===== config.mk =====
export PLATFORM = sky130hd
export DESIGN_NAME = quadrature_encoder_with_button_unit
export DESIGN_NICKNAME = d
export VERILOG_FILES = /design/src/rtl/core/qenc_pkg.sv /design/src/rtl/core/qenc_quad.sv /design/src/rtl/core/qenc_button.sv /design/src/rtl/core/quadrature_encoder_with_button_unit.sv
export SDC_FILE = /design/constraint.sdc
export NUM_CORES = 1
export LEC_CHECK = 0
export ABC_AREA = 0
export BUFFER_PORTS_ARGS = -buffer_cell sky130_fd_sc_hd__buf_2
export CAP_MARGIN = 20
export CORE_MARGIN = 3
export CORE_UTILIZATION = 58
export DETAILED_ROUTE_END_ITERATION = 16
export PLACE_DENSITY = 0.88
export SKIP_CTS_REPAIR_TIMING = 1
export SLEW_MARGIN = 10
export SYNTH_ARGS = -nofsm -noshare
export SYNTH_HDL_FRONTEND = slang
export SYNTH_HIERARCHICAL = 1
export SYNTH_SLANG_ARGS = --single-unit

===== constraint.sdc =====
create_clock -name clk_i -period 12.3 [get_ports clk_i]
set_input_delay 1.845 -clock clk_i [delete_from_list [all_inputs] [get_ports clk_i]]
set_output_delay 1.845 -clock clk_i [all_outputs]
set_load 0.05 [all_outputs]

===== src/rtl/core/qenc_pkg.sv =====
// Shared types, codes and constants of the quadrature encoder with button unit.
package qenc_pkg;

  // Button event codes, also the button state encoding
  typedef enum logic [2:0] {
    BTN_OPEN     = 3'd0,
    BTN_HELD     = 3'd1,
    BTN_RELEASED = 3'd2,
    BTN_CLICKED  = 3'd3,
    BTN_DOUBLE   = 3'd4
  } btn_event_e;

  // Configuration register indexes
  localparam logic [2:0] CfgActiveLevel   = 3'd0;
  localparam logic [2:0] CfgFeatureEn     = 3'd1;
  localparam logic [2:0] CfgAccelInc      = 3'd2;
  localparam logic [2:0] CfgAccelDec      = 3'd3;
  localparam logic [2:0] CfgAccelCeil     = 3'd4;
  localparam logic [2:0] CfgDebounceMs    = 3'd5;
  localparam logic [2:0] CfgHoldLimit     = 3'd6;
  localparam logic [2:0] CfgDblClickLimit = 3'd7;

  localparam int unsigned CfgIndexW = 3;
  localparam int unsigned CfgDataW  = 16;

  // Field widths
  localparam int unsigned CountW = 16;
  localparam int unsigned AccelW = 15;
  localparam int unsigned TimeW  = 32;

  // Acceleration decay per tick and the shift applied before scaling
  localparam logic [AccelW-1:0] DecayStep  = 15'd5;
  localparam int unsigned       AccelShift = 4;

  // Stream widths (payload padded to whole bytes)
  localparam int unsigned InDataW  = 40;
  localparam int unsigned OutDataW = 40;

  // Quadrature transition table, indexed by {previous phase, current phase}
  localparam logic signed [1:0] StepLut [16] = '{
    2'sd0, -2'sd1, 2'sd1, 2'sd0,
    2'sd1, 2'sd0, 2'sd0, -2'sd1,
    -2'sd1, 2'sd0, 2'sd0, 2'sd1,
    2'sd0, 2'sd1, -2'sd1, 2'sd0
  };

  // Configuration register file contents
  typedef struct packed {
    logic              active_level;
    logic [1:0]        feature_enables;
    logic [AccelW-1:0] accel_increment;
    logic [AccelW-1:0] accel_decrement;
    logic [AccelW-1:0] accel_ceiling;
    logic [7:0]        debounce_ms;
    logic [15:0]       hold_limit;
    logic [15:0]       double_click_limit;
  } cfg_t;

  localparam cfg_t CfgReset = '{
    active_level:       1'b0,
    feature_enables:    2'd0,
    accel_increment:    15'd25,
    accel_decrement:    15'd2,
    accel_ceiling:      15'd3072,
    debounce_ms:        8'd10,
    hold_limit:         16'd100,
    double_click_limit: 16'd60
  };

endpackage


===== src/rtl/core/qenc_quad.sv =====
// Quadrature step decoder, wrapping step count and acceleration with count scaling.
module qenc_quad (
  input  logic                         clk_i,
  input  logic                         rst_ni,
  input  logic                         en_i,
  input  qenc_pkg::cfg_t               cfg_i,
  input  logic                         a_on_i,
  input  logic                         b_on_i,
  input  logic                         take_value_i,
  output logic [qenc_pkg::CountW-1:0]  scaled_count_o,
  output logic [qenc_pkg::AccelW-1:0]  accel_level_o
);
  import qenc_pkg::*;

  logic [1:0]          prev_q;
  logic [CountW-1:0]   count_q;
  logic [AccelW-1:0]   accel_q;

  logic                accel_on;
  logic [AccelW-1:0]   accel_decayed;
  logic [AccelW-1:0]   accel_bumped;
  logic [AccelW-1:0]   accel_new;
  logic [1:0]          curr;
  logic signed [1:0]   move;
  logic                stepped;
  logic signed [AccelW+1:0] inc_limit;
  logic [CountW-1:0]   count_new;
  logic [11:0]         factor;
  logic [27:0]         product;

  assign accel_on = cfg_i.feature_enables[0];
  assign curr     = {a_on_i, b_on_i};
  assign move     = StepLut[{prev_q, curr}];
  assign stepped  = (move != 2'sd0);

  // Per-tick decay when acceleration is enabled, floored at zero
  assign accel_decayed = !accel_on ? accel_q :
                         (accel_q > cfg_i.accel_decrement) ?
                         accel_q - cfg_i.accel_decrement : '0;

  // Increment only while the sum stays within the ceiling (signed limit)
  assign inc_limit = $signed({2'b00, cfg_i.accel_ceiling})
                   - $signed({2'b00, cfg_i.accel_increment});
  assign accel_bumped = (stepped && accel_on && ($signed({2'b00, accel_decayed}) <= inc_limit))
                      ? accel_decayed + cfg_i.accel_increment : accel_decayed;

  // Fixed decay applied every tick
  assign accel_new = (accel_bumped > DecayStep) ? accel_bumped - DecayStep : '0;

  // Wrapping step count
  assign count_new = !stepped ? count_q :
                     (move > 2'sd0) ? count_q + 16'd1 : count_q - 16'd1;

  // Scale by 1 + accel/16, low 16 bits kept
  assign factor  = 12'd1 + {1'b0, accel_new[AccelW-1:AccelShift]};
  assign product = count_new * factor;

  assign scaled_count_o = accel_on ? product[CountW-1:0] : count_new;
  assign accel_level_o  = accel_new;

  // State update once per tick
  always_ff @(posedge clk_i or negedge rst_ni) begin
    if (!rst_ni) begin
      prev_q  <= '0;
      count_q <= '0;
      accel_q <= '0;
    end else if (en_i) begin
      if (stepped) begin
        prev_q <= curr;
      end
      count_q <= take_value_i ? '0 : count_new;
      accel_q <= accel_new;
    end
  end

  // A taken count restarts from zero
  assert property (@(posedge clk_i) disable iff (!rst_ni)
    en_i && take_value_i |=> count_q == '0)
    else $error("step count not cleared after take");

  // Without acceleration the value only decays
  assert property (@(posedge clk_i) disable iff (!rst_ni)
    en_i && !accel_on |=> accel_q <= $past(accel_q))
    else $error("acceleration grew while disabled");

endmodule


===== src/rtl/core/qenc_button.sv =====
// Debounced button sampler and click / double click / hold state machine.
module qenc_button (
  input  logic                        clk_i,
  input  logic                        rst_ni,
  input  logic                        en_i,
  input  qenc_pkg::cfg_t              cfg_i,
  input  logic                        btn_on_i,
  input  logic [qenc_pkg::TimeW-1:0]  now_ms_i,
  input  logic                        take_button_i,
  output qenc_pkg::btn_event_e        event_o
);
  import qenc_pkg::*;

  logic [TimeW-1:0] last_q;
  logic [15:0]      press_q;
  logic [15:0]      win_q;
  btn_event_e       state_q;

  logic             due;
  logic [TimeW-1:0] elapsed;
  logic [15:0]      press_s;
  logic [15:0]      win_s;
  btn_event_e       st_s;
  btn_event_e       st_n;

  // Debounce interval check on the wrapping timestamp
  assign elapsed = now_ms_i - last_q;
  assign due     = (elapsed >= {24'd0, cfg_i.debounce_ms});

  // Button sample
  always_comb begin
    press_s = press_q;
    win_s   = win_q;
    st_s    = state_q;
    if (due) begin
      if (btn_on_i) begin
        if (press_q != 16'hFFFF) begin
          press_s = press_q + 16'd1;
        end
        if ((press_s > cfg_i.hold_limit) && cfg_i.feature_enables[1]) begin
          st_s = BTN_HELD;
        end
      end else begin
        if (press_q > 16'd1) begin
          if (state_q == BTN_HELD) begin
            st_s  = BTN_RELEASED;
            win_s = '0;
          end else if ((win_q != '0) && (win_q < cfg_i.double_click_limit)) begin
            st_s  = BTN_DOUBLE;
            win_s = '0;
          end else begin
            win_s = cfg_i.double_click_limit;
          end
        end
        press_s = '0;
      end
      // Click window runs down; expiry reports a single click
      if (win_s != '0) begin
        win_s = win_s - 16'd1;
        if (win_s == '0) begin
          st_s = BTN_CLICKED;
        end
      end
    end
  end

  // Taking the event reopens anything but held
  assign st_n    = (take_button_i && (st_s != BTN_HELD) && (st_s != BTN_OPEN)) ? BTN_OPEN : st_s;
  assign event_o = st_s;

  always_ff @(posedge clk_i or negedge rst_ni) begin
    if (!rst_ni) begin
      last_q  <= '0;
      press_q <= '0;
      win_q   <= '0;
      state_q <= BTN_OPEN;
    end else if (en_i) begin
      if (due) begin
        last_q <= now_ms_i;
      end
      press_q <= press_s;
      win_q   <= win_s;
      state_q <= st_n;
    end
  end

  // A taken event that is not held leaves the state open
  assert property (@(posedge clk_i) disable iff (!rst_ni)
    en_i && take_button_i && (st_s != BTN_HELD) |=> state_q == BTN_OPEN)
    else $error("button event not consumed");

  // Between samples the button counters do not move
  assert property (@(posedge clk_i) disable iff (!rst_ni)
    en_i && !due |=> $stable(press_q) && $stable(win_q) && $stable(last_q))
    else $error("button state moved outside a sample");

endmodule


===== src/rtl/core/quadrature_encoder_with_button_unit.sv =====
// Top level of the quadrature encoder with button unit: ports, config registers, pipeline.
//
//  Channel  | Direction | Handshake            | Payload
//  ---------+-----------+----------------------+-----------------------------------------
//  s_axis   | in        | tvalid / tready      | tdata: a, b, button, now_ms, take flags
//  m_axis   | out       | tvalid / tready      | tdata: scaled_count, button_event, accel
//  cfg      | in        | cfg_valid / cfg_ready| cfg_index_i (3 b), cfg_data_i (16 b)
//
//  One transaction per clock sustained while the output is not stalled; a tick goes
//  through the input register, then one update pass into the result register.
//  Reset clears all but the payload registers and loads register defaults.
//  The config port is always ready. A stalled output holds the result register; the input
//  register still takes a new transaction in the cycle the result is taken.
module quadrature_encoder_with_button_unit (
  input  logic                          clk_i,
  input  logic                          rst_ni,
  // Input stream
  input  logic                          s_axis_tvalid,
  output logic                          s_axis_tready,
  // [0] phase_a, [1] phase_b, [2] button_pin, [34:3] now_ms, [35] take_value,
  // [36] take_button, [39:37] zero
  input  logic [qenc_pkg::InDataW-1:0]  s_axis_tdata,
  // Output stream
  output logic                          m_axis_tvalid,
  input  logic                          m_axis_tready,
  // [15:0] scaled_count, [18:16] button_event, [33:19] accel_level, [39:34] zero
  output logic [qenc_pkg::OutDataW-1:0] m_axis_tdata,
  // Configuration writes
  input  logic                          cfg_valid_i,
  output logic                          cfg_ready_o,
  input  logic [qenc_pkg::CfgIndexW-1:0] cfg_index_i,
  input  logic [qenc_pkg::CfgDataW-1:0] cfg_data_i
);
  import qenc_pkg::*;

  cfg_t                cfg_q;
  logic                in_valid_q;
  logic [36:0]         in_data_q;
  logic                out_valid_q;
  logic [OutDataW-1:0] out_data_q;

  logic                advance;
  logic                lvl;
  logic                a_on;
  logic                b_on;
  logic                btn_on;
  logic [CountW-1:0]   scaled_count;
  logic [AccelW-1:0]   accel_level;
  btn_event_e          button_event;

  // Configuration register file
  assign cfg_ready_o = 1'b1;

  always_ff @(posedge clk_i or negedge rst_ni) begin
    if (!rst_ni) begin
      cfg_q <= CfgReset;
    end else if (cfg_valid_i && cfg_ready_o) begin
      case (cfg_index_i)
        CfgActiveLevel:   cfg_q.active_level       <= cfg_data_i[0];
        CfgFeatureEn:     cfg_q.feature_enables    <= cfg_data_i[1:0];
        CfgAccelInc:      cfg_q.accel_increment    <= cfg_data_i[AccelW-1:0];
        CfgAccelDec:      cfg_q.accel_decrement    <= cfg_data_i[AccelW-1:0];
        CfgAccelCeil:     cfg_q.accel_ceiling      <= cfg_data_i[AccelW-1:0];
        CfgDebounceMs:    cfg_q.debounce_ms        <= cfg_data_i[7:0];
        CfgHoldLimit:     cfg_q.hold_limit         <= cfg_data_i;
        CfgDblClickLimit: cfg_q.double_click_limit <= cfg_data_i;
        default: ;
      endcase
    end
  end

  // Pipeline control: the update pass runs when the result register can take it
  assign advance       = in_valid_q && (!out_valid_q || m_axis_tready);
  assign s_axis_tready = !in_valid_q || advance;
  assign m_axis_tvalid = out_valid_q;
  assign m_axis_tdata  = out_data_q;

  always_ff @(posedge clk_i or negedge rst_ni) begin
    if (!rst_ni) begin
      in_valid_q  <= 1'b0;
      out_valid_q <= 1'b0;
    end else begin
      if (s_axis_tready) begin
        in_valid_q <= s_axis_tvalid;
      end
      if (advance) begin
        out_valid_q <= 1'b1;
      end else if (m_axis_tready) begin
        out_valid_q <= 1'b0;
      end
    end
  end

  // Payload registers
  always_ff @(posedge clk_i) begin
    if (s_axis_tready && s_axis_tvalid) begin
      in_data_q <= s_axis_tdata[36:0];
    end
    if (advance) begin
      out_data_q <= {6'd0, accel_level, logic'(button_event[2]), button_event[1:0],
                     scaled_count};
    end
  end

  // Pins compared with the active level
  assign lvl    = cfg_q.active_level;
  assign a_on   = (in_data_q[0] == lvl);
  assign b_on   = (in_data_q[1] == lvl);
  assign btn_on = (in_data_q[2] == lvl);

  qenc_quad u_quad (
    .clk_i          (clk_i),
    .rst_ni         (rst_ni),
    .en_i           (advance),
    .cfg_i          (cfg_q),
    .a_on_i         (a_on),
    .b_on_i         (b_on),
    .take_value_i   (in_data_q[35]),
    .scaled_count_o (scaled_count),
    .accel_level_o  (accel_level)
  );

  qenc_button u_button (
    .clk_i         (clk_i),
    .rst_ni        (rst_ni),
    .en_i          (advance),
    .cfg_i         (cfg_q),
    .btn_on_i      (btn_on),
    .now_ms_i      (in_data_q[34:3]),
    .take_button_i (in_data_q[36]),
    .event_o       (button_event)
  );

  // Every update pass leaves a result behind
  assert property (@(posedge clk_i) disable iff (!rst_ni)
    advance |=> out_valid_q)
    else $error("update pass produced no result");

  // A pending tick waits in the input register while the output stalls
  assert property (@(posedge clk_i) disable iff (!rst_ni)
    in_valid_q && !advance |=> in_valid_q && $stable(in_data_q))
    else $error("pending tick lost during stall");

endmodule

; After elaboration in Yosys (flattened, before gate mapping)
; Memories as Yosys holds them, arrays and structs flattened.
; Cells that the tools add are included.
; Widths: inputs -> output; s select.
[classes]
addsub = 10
mul = 1
muxes = 31
eq_ne = 13
order_cmp = 9
reduce_logical = 29
bitwise_logic = 1
[op_table]
columns = op, n
row1 = $mux 16, 14
row2 = $mux 15, 4
row3 = $add 16x1->16 const B, 2
row4 = $ge 32x8->1, 1
row5 = $reduce_bool 16->1, 2
row6 = $sub 16x1->16 const B, 2
row7 = $sub 32x32->32, 1
row8 = $mux 3, 9
row9 = $reduce_and 2->1, 10
row10 = $le 16x17->1, 1
row11 = $gt 16x1->1 const B, 1
row12 = $gt 16x16->1, 1
row13 = $logic_not 16->1, 1
row14 = $lt 16x16->1, 1
row15 = $mul 16x12->16, 1
row16 = $ne 16x16->1 const B, 1
row17 = $sub 15x15->16, 1
row18 = $add 15x15->15, 1
row19 = $gt 15x15->1, 1
row20 = $gt 15x3->1 const B, 1
row21 = $sub 15x15->15, 1
row22 = $sub 15x3->15 const B, 1
row23 = $add 1x11->12 const A, 1
row24 = $eq 3x3->1 const B, 4
row25 = 15 further kinds, 31
[word_totals]
n_memories = 1
output_inout_bits = 43
romBits = 32
word_cells = 114
reg_bits = 261
[memory_table]
columns = name, depth, width, read_ports, rd_clocked_by_memory_dff, wr, line_no
row1 = (no name shown), 16, 2, 1, 0, 0, qenc_quad.sv:33  ; assign move = StepLut[{prev_q, curr}];

; Longest topological paths before layout
; Gate-level depths: netlist (run 1).
[logic_depth]
word_depth = 16
mapped_depth = 69
ltp_nobuf = 66

; By module
; The synthesis (run 1) kept the hierarchy.
[modules_own_cells]
columns = module, area_each_um2, instances, cells_per_inst
row1 = qenc_quad, 10118.5, 1, 1287
row2 = qenc_button, 7480.9, 1, 938
row3 = quadrature_encoder_with_button_unit, 5833.1, 1, 286

; Worst setup path after synthesis (run 1)
; Ideal clock, no wire load.
[synth_path]
path_kind = reg-to-reg
start = register cfg_q[70] (netlist bit)
end = register out_data_q[15], in the netlist m_axis_tdata[15], data pin
path_slack_ns = 0.139
path_stages_with_launch = 62
arrival_time_ns = 11.902
cell_sequence = dfstp_2 ha_1 fa_1 nor2b_1 o21ai_0 a21oi_1 o21ai_0 nand2b_1 and2_1 o21ai_0 a21oi_1 o21ai_0 nand2b_1 a21o_1 a21o_1 a21o_1 a21oi_1 xnor2_1 [26 not listed] fa_1 fa_1 fa_1 inv_1 fa_1 inv_1 ha_1 and3_1 a211o_1 a21oi_1 o21bai_1 xnor2_1 xnor2_1 xnor3_1 xnor3_1 xnor3_1 and4_1 nor3_2
[synth_via]
elab_chain_cells = 9
elab_cells_between_ends = 11
cone_classes = add/sub: 4 / mul: 1 / order compare: 2 / mux: 3 / reduce/logical: 1
[synth_lines]
columns = element, line_no
row1 = from (decl), quadrature_encoder_with_button_unit.sv:36  ; cfg_t cfg_q;
row2 = from (signal assigned), quadrature_encoder_with_button_unit.sv:56  ; cfg_q <= CfgReset;
row3 = $sub 15x15->16, qenc_quad.sv:43  ; - $signed({2'b00, cfg_i.accel_increment});
row4 = $le 16x17->1, qenc_quad.sv:44  ; assign accel_bumped = (stepped && accel_on && ($signed({2'b00, accel_decayed}) <= inc_limit))
row5 = $logic_and 1x1->1, qenc_quad.sv:44
row6 = $mux 15 (*), qenc_quad.sv:45  ; ? accel_decayed + cfg_i.accel_increment : accel_decayed;
row7 = $sub 15x3->15 / $gt 15x3->1 (equally long branches), qenc_quad.sv:48  ; assign accel_new = (accel_bumped > DecayStep) ? accel_bumped - DecayStep : '0;
row8 = $mux 15 (*), qenc_quad.sv:48
row9 = named net accel_level[4], quadrature_encoder_with_button_unit.sv:48  ; logic [AccelW-1:0] accel_level;
row10 = $add 1x11->12 (*), qenc_quad.sv:55  ; assign factor = 12'd1 + {1'b0, accel_new[AccelW-1:AccelShift]};
row11 = $mul 16x12->16 (*), qenc_quad.sv:56  ; assign product = count_new * factor;
row12 = $mux 16 (*), qenc_quad.sv:58  ; assign scaled_count_o = accel_on ? product[CountW-1:0] : count_new;
row13 = named net scaled_count[15], quadrature_encoder_with_button_unit.sv:47  ; logic [CountW-1:0] scaled_count;
row14 = to (signal assigned), quadrature_encoder_with_button_unit.sv:100  ; out_data_q <= {6'd0, accel_level, logic'(button_event[2]), button_event[1:0],
row15 = to (decl), quadrature_encoder_with_button_unit.sv:40  ; logic [OutDataW-1:0] out_data_q;
; Mark *: on every way through the listed nets, which the timed path passes. The rest lies on a longest branch.
; A chain may end at the register's enable or synchronous reset.

; Worst setup path in the final report (run 1)
; Ends and elaborated chain as after synthesis.

==> results of run 1 <==
-- cell type report --
| cell class | instances | area, um^2 | area share, % |
|---|---|---|---|
| Clock buffer | 39 | 837 | 3.16 |
| Clock inverter | 17 | 199 | 0.751 |
| Inverter | 286 | 1070 | 4.05 |
| Multi-Input combinational cell | 1884 | 15300 | 57.7 |
| Sequential cell | 261 | 6910 | 26.1 |
| Tap cell | 525 | 657 | 2.48 |
| Timing Repair Buffer | 234 | 1540 | 5.81 |
-- registers in the layout, indices dropped and copies added (netlist names) --
register          cells
m_axis_tdata         34
u_button/press_q     16
m_axis_tvalid         1
u_button/win_q       16
u_button/state_q      3
u_quad/count_q       16
u_button/last_q      32
u_quad/accel_q       15
u_quad/prev_q         2
in_valid_q            1
lvl                   1
cfg_q                87
in_data_q            37
-- per-stage QoR --
stage / cell area, um^2 / util [%] / hold WS [ns]
2_1_floorplan: 23500 / - / 0.449
3_3_place_gp: 25000 / 62.8 / 0.460
3_5_place_dp: 25000 / 62.8 / 0.476
4_1_cts: 26000 / 65.4 / 0.492
5_1_grt: 26500 / 66.5 / 0.514
6_report: 26500 / 66.5 / 0.484
-- metal layers --
layer,GRT usage (%),share of wire (%),up-vias
met4,11.4,4.6,0
met3,3.82,6.2,203
met5,0,0,-
met1,38.4,41,9753
met2,49.8,48,837
li1,-,-,9285
-- synthesized netlist by cell type, drive strengths merged, types with 16 or more instances --
master  instances
o21ai         125
o21a           24
buf            48
nand3          36
nor3           58
a211oi         29
o22ai          16
clkbuf         37
or3            20
nor4           32
xor2           36
nor2b          30
o211ai         22
nand4          29
fa             84
xnor2          81
dfrtp         175
edfxtp         71
a21o           44
inv           285
mux2          143
nand2         251
nor2          151
and2           36
a21oi         130
nand2b         33
o31ai          26
ha            189
-- worst max path at each step --
stage / cells after the start / start / slack, ns / to
final: 65 / cfg_q[70] / 0.29 / m_axis_tdata[15]
after CTS: 65 / cfg_q[70] / -0.60 / m_axis_tdata[15]
after global placement: 61 / cfg_q[70] / -0.002 / m_axis_tdata[15]
after floorplan: 61 / cfg_q[70] / 0.14 / m_axis_tdata[15]
after detailed placement: 65 / cfg_q[70] / -0.55 / m_axis_tdata[15]
after global routing: 67 / cfg_q[70] / -0.25 / m_axis_tdata[15]
-- cell families (layout without fill, tap and decap cells) --
group / after synthesis / after routing / synth area share (%)
fa+ha+maj: 273 / 273 / 17.3
simple gates: 753 / 753 / 16.4
compound gates: 577 / 577 / 17.5
buf+inv: 371 / 576 / 6.86
xor+xnor: 120 / 120 / 4.69
other cells: 2 / 7 / 0.0320
mux: 154 / 154 / 7.75
flops: 261 / 261 / 29.5
-- cells in the final DEF, fill, tap and decap left out, drive strengths merged, types with 30 or more instances in the layout --
cell	synthesis	final
dfrtp	175	175
xor2	36	36
and2	36	36
mux2	143	143
nand2	251	251
inv	285	287
nor2	151	151
o21ai	125	125
nor4	32	32
xnor2	81	81
nor3	58	58
nand3	36	36
nor2b	30	30
nand2b	33	33
buf	48	233
edfxtp	71	71
fa	84	84
ha	189	189
a21o	44	44
a21oi	130	130
clkbuf	37	40
-- critical path: cells and delay by family (launching register included) --
family	cells	cell delay [ns]
AOI/OAI and AO/OA	23	3.66
xor gates and xnor gates	6	1.26
adders and majority gates	11	3.58
buffers and inverters	11	0.99
DFF	1	0.56
and+or+nand+nor	14	1.80
==> flow_metrics.tcl, run 1 <==
set metrics [dict create \
    outcome "completed" \
    cts_buffer_depth 3 \
    dp_cells 3176 \
    cts_num_sinks 261 \
    fill_cells 3091 \
    remaining_drc_errors 0 \
    yosysTopAreaCellShare_pct 18.7 \
    design.die.area_mm2 0.0428 \
    vias 20100 \
    crit_path_end_kind "flip-flop" \
    synth-async-reset-ratio_pct 72.8 \
    maxSlewViolCount 0 \
    syn_inst 2511 \
    period_needed_ns 12.01 \
    grt_pass1_wl_um 105000 \
    synth_cell_types 129 \
    coreArea_mm2 0.0398 \
    dp_hpwl_um 48900 \
    cp.required_ns 12.73 \
    layout.nets 3034 \
    max_freq_mhz 83.3 \
    routabilityCongestion 0.992 \
    timing.rr.end "m_axis_tdata[15]" \
    antenna_cells 0 \
    yosys_warnings 6 \
    period_share_pct 97.6 \
    port_buffers 96 \
    start_util_pct 58.8 \
    finalHoldViolCount 0 \
    layout.cells.non_filler 3246 \
    finalSetupTns_ns 0 \
    hold_path_end "m_axis_tvalid" \
    cp_max_fo 7 \
    dp_slack_ns -0.555 \
    fp-row-count 73 \
    ys_seq_elements 261 \
    drtIter0Drc 1610 \
    grt_use_total_pct 29.3 \
    synthTopCellsByArea "dfrtp_1 (19%), ha_1 (10%), edfxtp_1 (9.1%)" \
    cts_made_buffers 30 \
    syn_to_final_growth_pct 13.0 \
    slew_headroom_pct 33.6 \
    syn_avg_cell_area_um2 9.33 \
    synth_area_mm2 0.0234 \
    routedWlPerCell_um 20.1 \
    cts.clk_slew.worst_paths_ns 0.06 \
    cts_tree "done" \
    cap_violations 0 \
    ios 107 \
    timing.final.ws_setup_ns 0.295 \
    setup_viol 0 \
    max_stage_delay_ns 0.57 \
    ff2ff_setup_slack_ns 0.29 \
    cp_slowest_cell "fa_1" \
    max_slew.worst_pin.slew_ns 0.996 \
    first_global_vias 20400 \
    startpoint_type "flip-flop" \
    hold_depth 1 \
    crit_arrival_ns 12.43 \
    antenna_found_initial 0 \
    root_buffer "clkbuf_16" \
    skew_ns 0.0441 \
    r2r_start "cfg_q[70]" \
    htreeDepth 1 \
    drt-total-wl_um 65300 \
    cpMostUsedCell "a21oi_2" \
    clkLatencyLatePin_ns 0.62 \
    ant_nets 0 \
    synth_edf_count 71 \
    drive_above_1_share_pct 21.2 \
    synth_ff_type "dfrtp_1" \
    worst_r2r_path_depth 65 \
    drtPass1Iterations 5 \
    min_from "in_valid_q" \
    path_class "reg -> reg" \
    hp-class "reg -> reg" \
    viasPerCell 6.19 \
    seq_area_frac_synth_pct 29.5 \
    yosysTopAreaCell "dfrtp_1" \
    overflow 0 \
    die_x_um 207 \
    die_h_um 207 \
    grt_max_degree 119 \
]
Power of run 1 is not shown: default switching activity piles up to over one toggle a cycle in this logic, so the estimate is an artifact.
==> inputs of run 2 (changes only) <==
CTS_BUF_LIST = sky130_fd_sc_hd__clkbuf_4   (was unset)
==> run 2 against run 1 <==
Non-clock buffer count grew 1; first-iteration DRC count grew 0.87%; sequential cell count did not move; hold slack got worse by 0.017 ns; utilization hardly changed; clock-buffer cell count rose by 69; worst setup slack worse by 0.017 ns; fmax is 0.14% lower; critical path type unchanged; highest routed layer unchanged.
==> flow_metrics.tcl, run 2 (synthesis results as in run 1) <==
set metrics [dict create \
    cts_buffer_depth 3 \
    drtPass1Iterations 6 \
    cp_slowest_cell "fa_1" \
    die_x_um 207 \
    clkLatencyLatePin_ns 0.79 \
    root_buffer "clkbuf_4" \
    grt_max_degree 119 \
    busiest_layer "met2" \
    finalSetupTns_ns 0 \
    drt-total-wl_um 65200 \
    grt_use_total_pct 29.8 \
    syn_to_final_growth_pct 13.0 \
    grt_use_met2_pct 49.2 \
    cp.required_ns 12.93 \
    largest-register "cfg_q" \
    cts.clk_slew.worst_paths_ns 0.07 \
    port_buffers 96 \
    viasPerCell 6.13 \
    period_needed_ns 12.02 \
    overflow 0 \
    cts_tree "done" \
    path_class "reg -> reg" \
    setup_viol 0 \
    use_met3_pct 5.42 \
    ant_nets 0 \
    die_h_um 207 \
    coreArea_mm2 0.0398 \
    drive_above_1_share_pct 23.0 \
    htreeDepth 3 \
    start_util_pct 58.8 \
    dp_hpwl_um 48900 \
    skew_ns 0.0476 \
    crit_arrival_ns 12.66 \
    largest_reg_flops 87 \
    final_cell_mix "inv_1 (279), nand2_1 (248), dfrtp_1 (175), ha_1 (175), nor2_1 (145)" \
    first_global_vias 20700 \
    crit_path_end_kind "flip-flop" \
    remaining_drc_errors 0 \
    cts_num_sinks 261 \
    design.die.area_mm2 0.0428 \
    max_slew.worst_pin.slew_ns 0.987 \
    slew_headroom_pct 34.2 \
    layout_commonest_cell "inv_1" \
    met1_usage_pct 38.3 \
    startpoint_type "flip-flop" \
    layout.cells.non_filler 3323 \
    vias 20400 \
    max_freq_mhz 83.2 \
    maxSlewViolCount 0 \
    routedWlPerCell_um 19.6 \
    outcome "completed" \
    drtIter0Drc 1624 \
    ios 107 \
    dp_cells 3176 \
    routabilityCongestion 0.992 \
    cts_made_buffers 69 \
    max_stage_delay_ns 0.58 \
    dp_slack_ns -0.555 \
    cap_violations 0 \
    period_share_pct 97.7 \
    fin_util_pct 66.5 \
    grt_pass1_wl_um 105000 \
    finalHoldViolCount 0 \
    fp-row-count 73 \
    layout.nets 3074 \
    cp_max_fo 7 \
    timing.final.ws_setup_ns 0.278 \
    antenna_found_initial 3 \
    hp-class "reg -> reg" \
]
-- run 2: metal layers --
| layer | vias up | wire length (um) |
|---|---|---|
| li1 | 9419 | - |
| met1 | 9839 | 26700 |
| met2 | 879 | 31100 |
| met3 | 221 | 4560 |
| met4 | 0 | 2820 |
| met5 | - | 0 |
-- run 2: through the flow --
| step | instance area, um^2 | hold WS, ns |
|---|---|---|
| after global placement | 25000 | 0.460 |
| after detailed placement | 25000 | 0.476 |
| final | 26500 | 0.467 |
| after floorplan | 23500 | 0.449 |
| after CTS | 26000 | 0.493 |
| after global routing | 26500 | 0.515 |
-- run 2: final timing paths --
path | from | slack [ns] | end | cells past startpoint
max in group asynchronous | rst_ni | 9.54 | cfg_q[6] | 2
worst min-delay path | in_data_q[15] | 0.47 | u_button/last_q[12] | 1
min in group asynchronous | rst_ni | 1.21 | u_button/last_q[28] | 1
worst max-delay path | cfg_q[70] | 0.28 | m_axis_tdata[15] | 65
worst min register to register | in_data_q[15] | 0.47 | u_button/last_q[12] | 1
worst max register to register | cfg_q[70] | 0.28 | m_axis_tdata[15] | 65
-- run 2: cell type report --
class	instances	area, um^2
fill	3133	13300
timing repair buffer	235	1550
inverter	286	1070
clock inverter	18	208
clock buffer	108	811
antenna	6	15.0
sequential	261	6910
tap	525	657
multi-input combinational	1884	15300
-- run 2: worst max-delay path: cells and delay by family, from the launching register on --
family | cells | cell delay [ns]
fa+ha+maj | 11 | 3.53
simple gates | 14 | 1.86
flops | 1 | 0.56
buf+inv | 11 | 1.02
compound gates | 23 | 3.61
xor+xnor | 6 | 1.28
Power of run 2 is left out for the same reason.
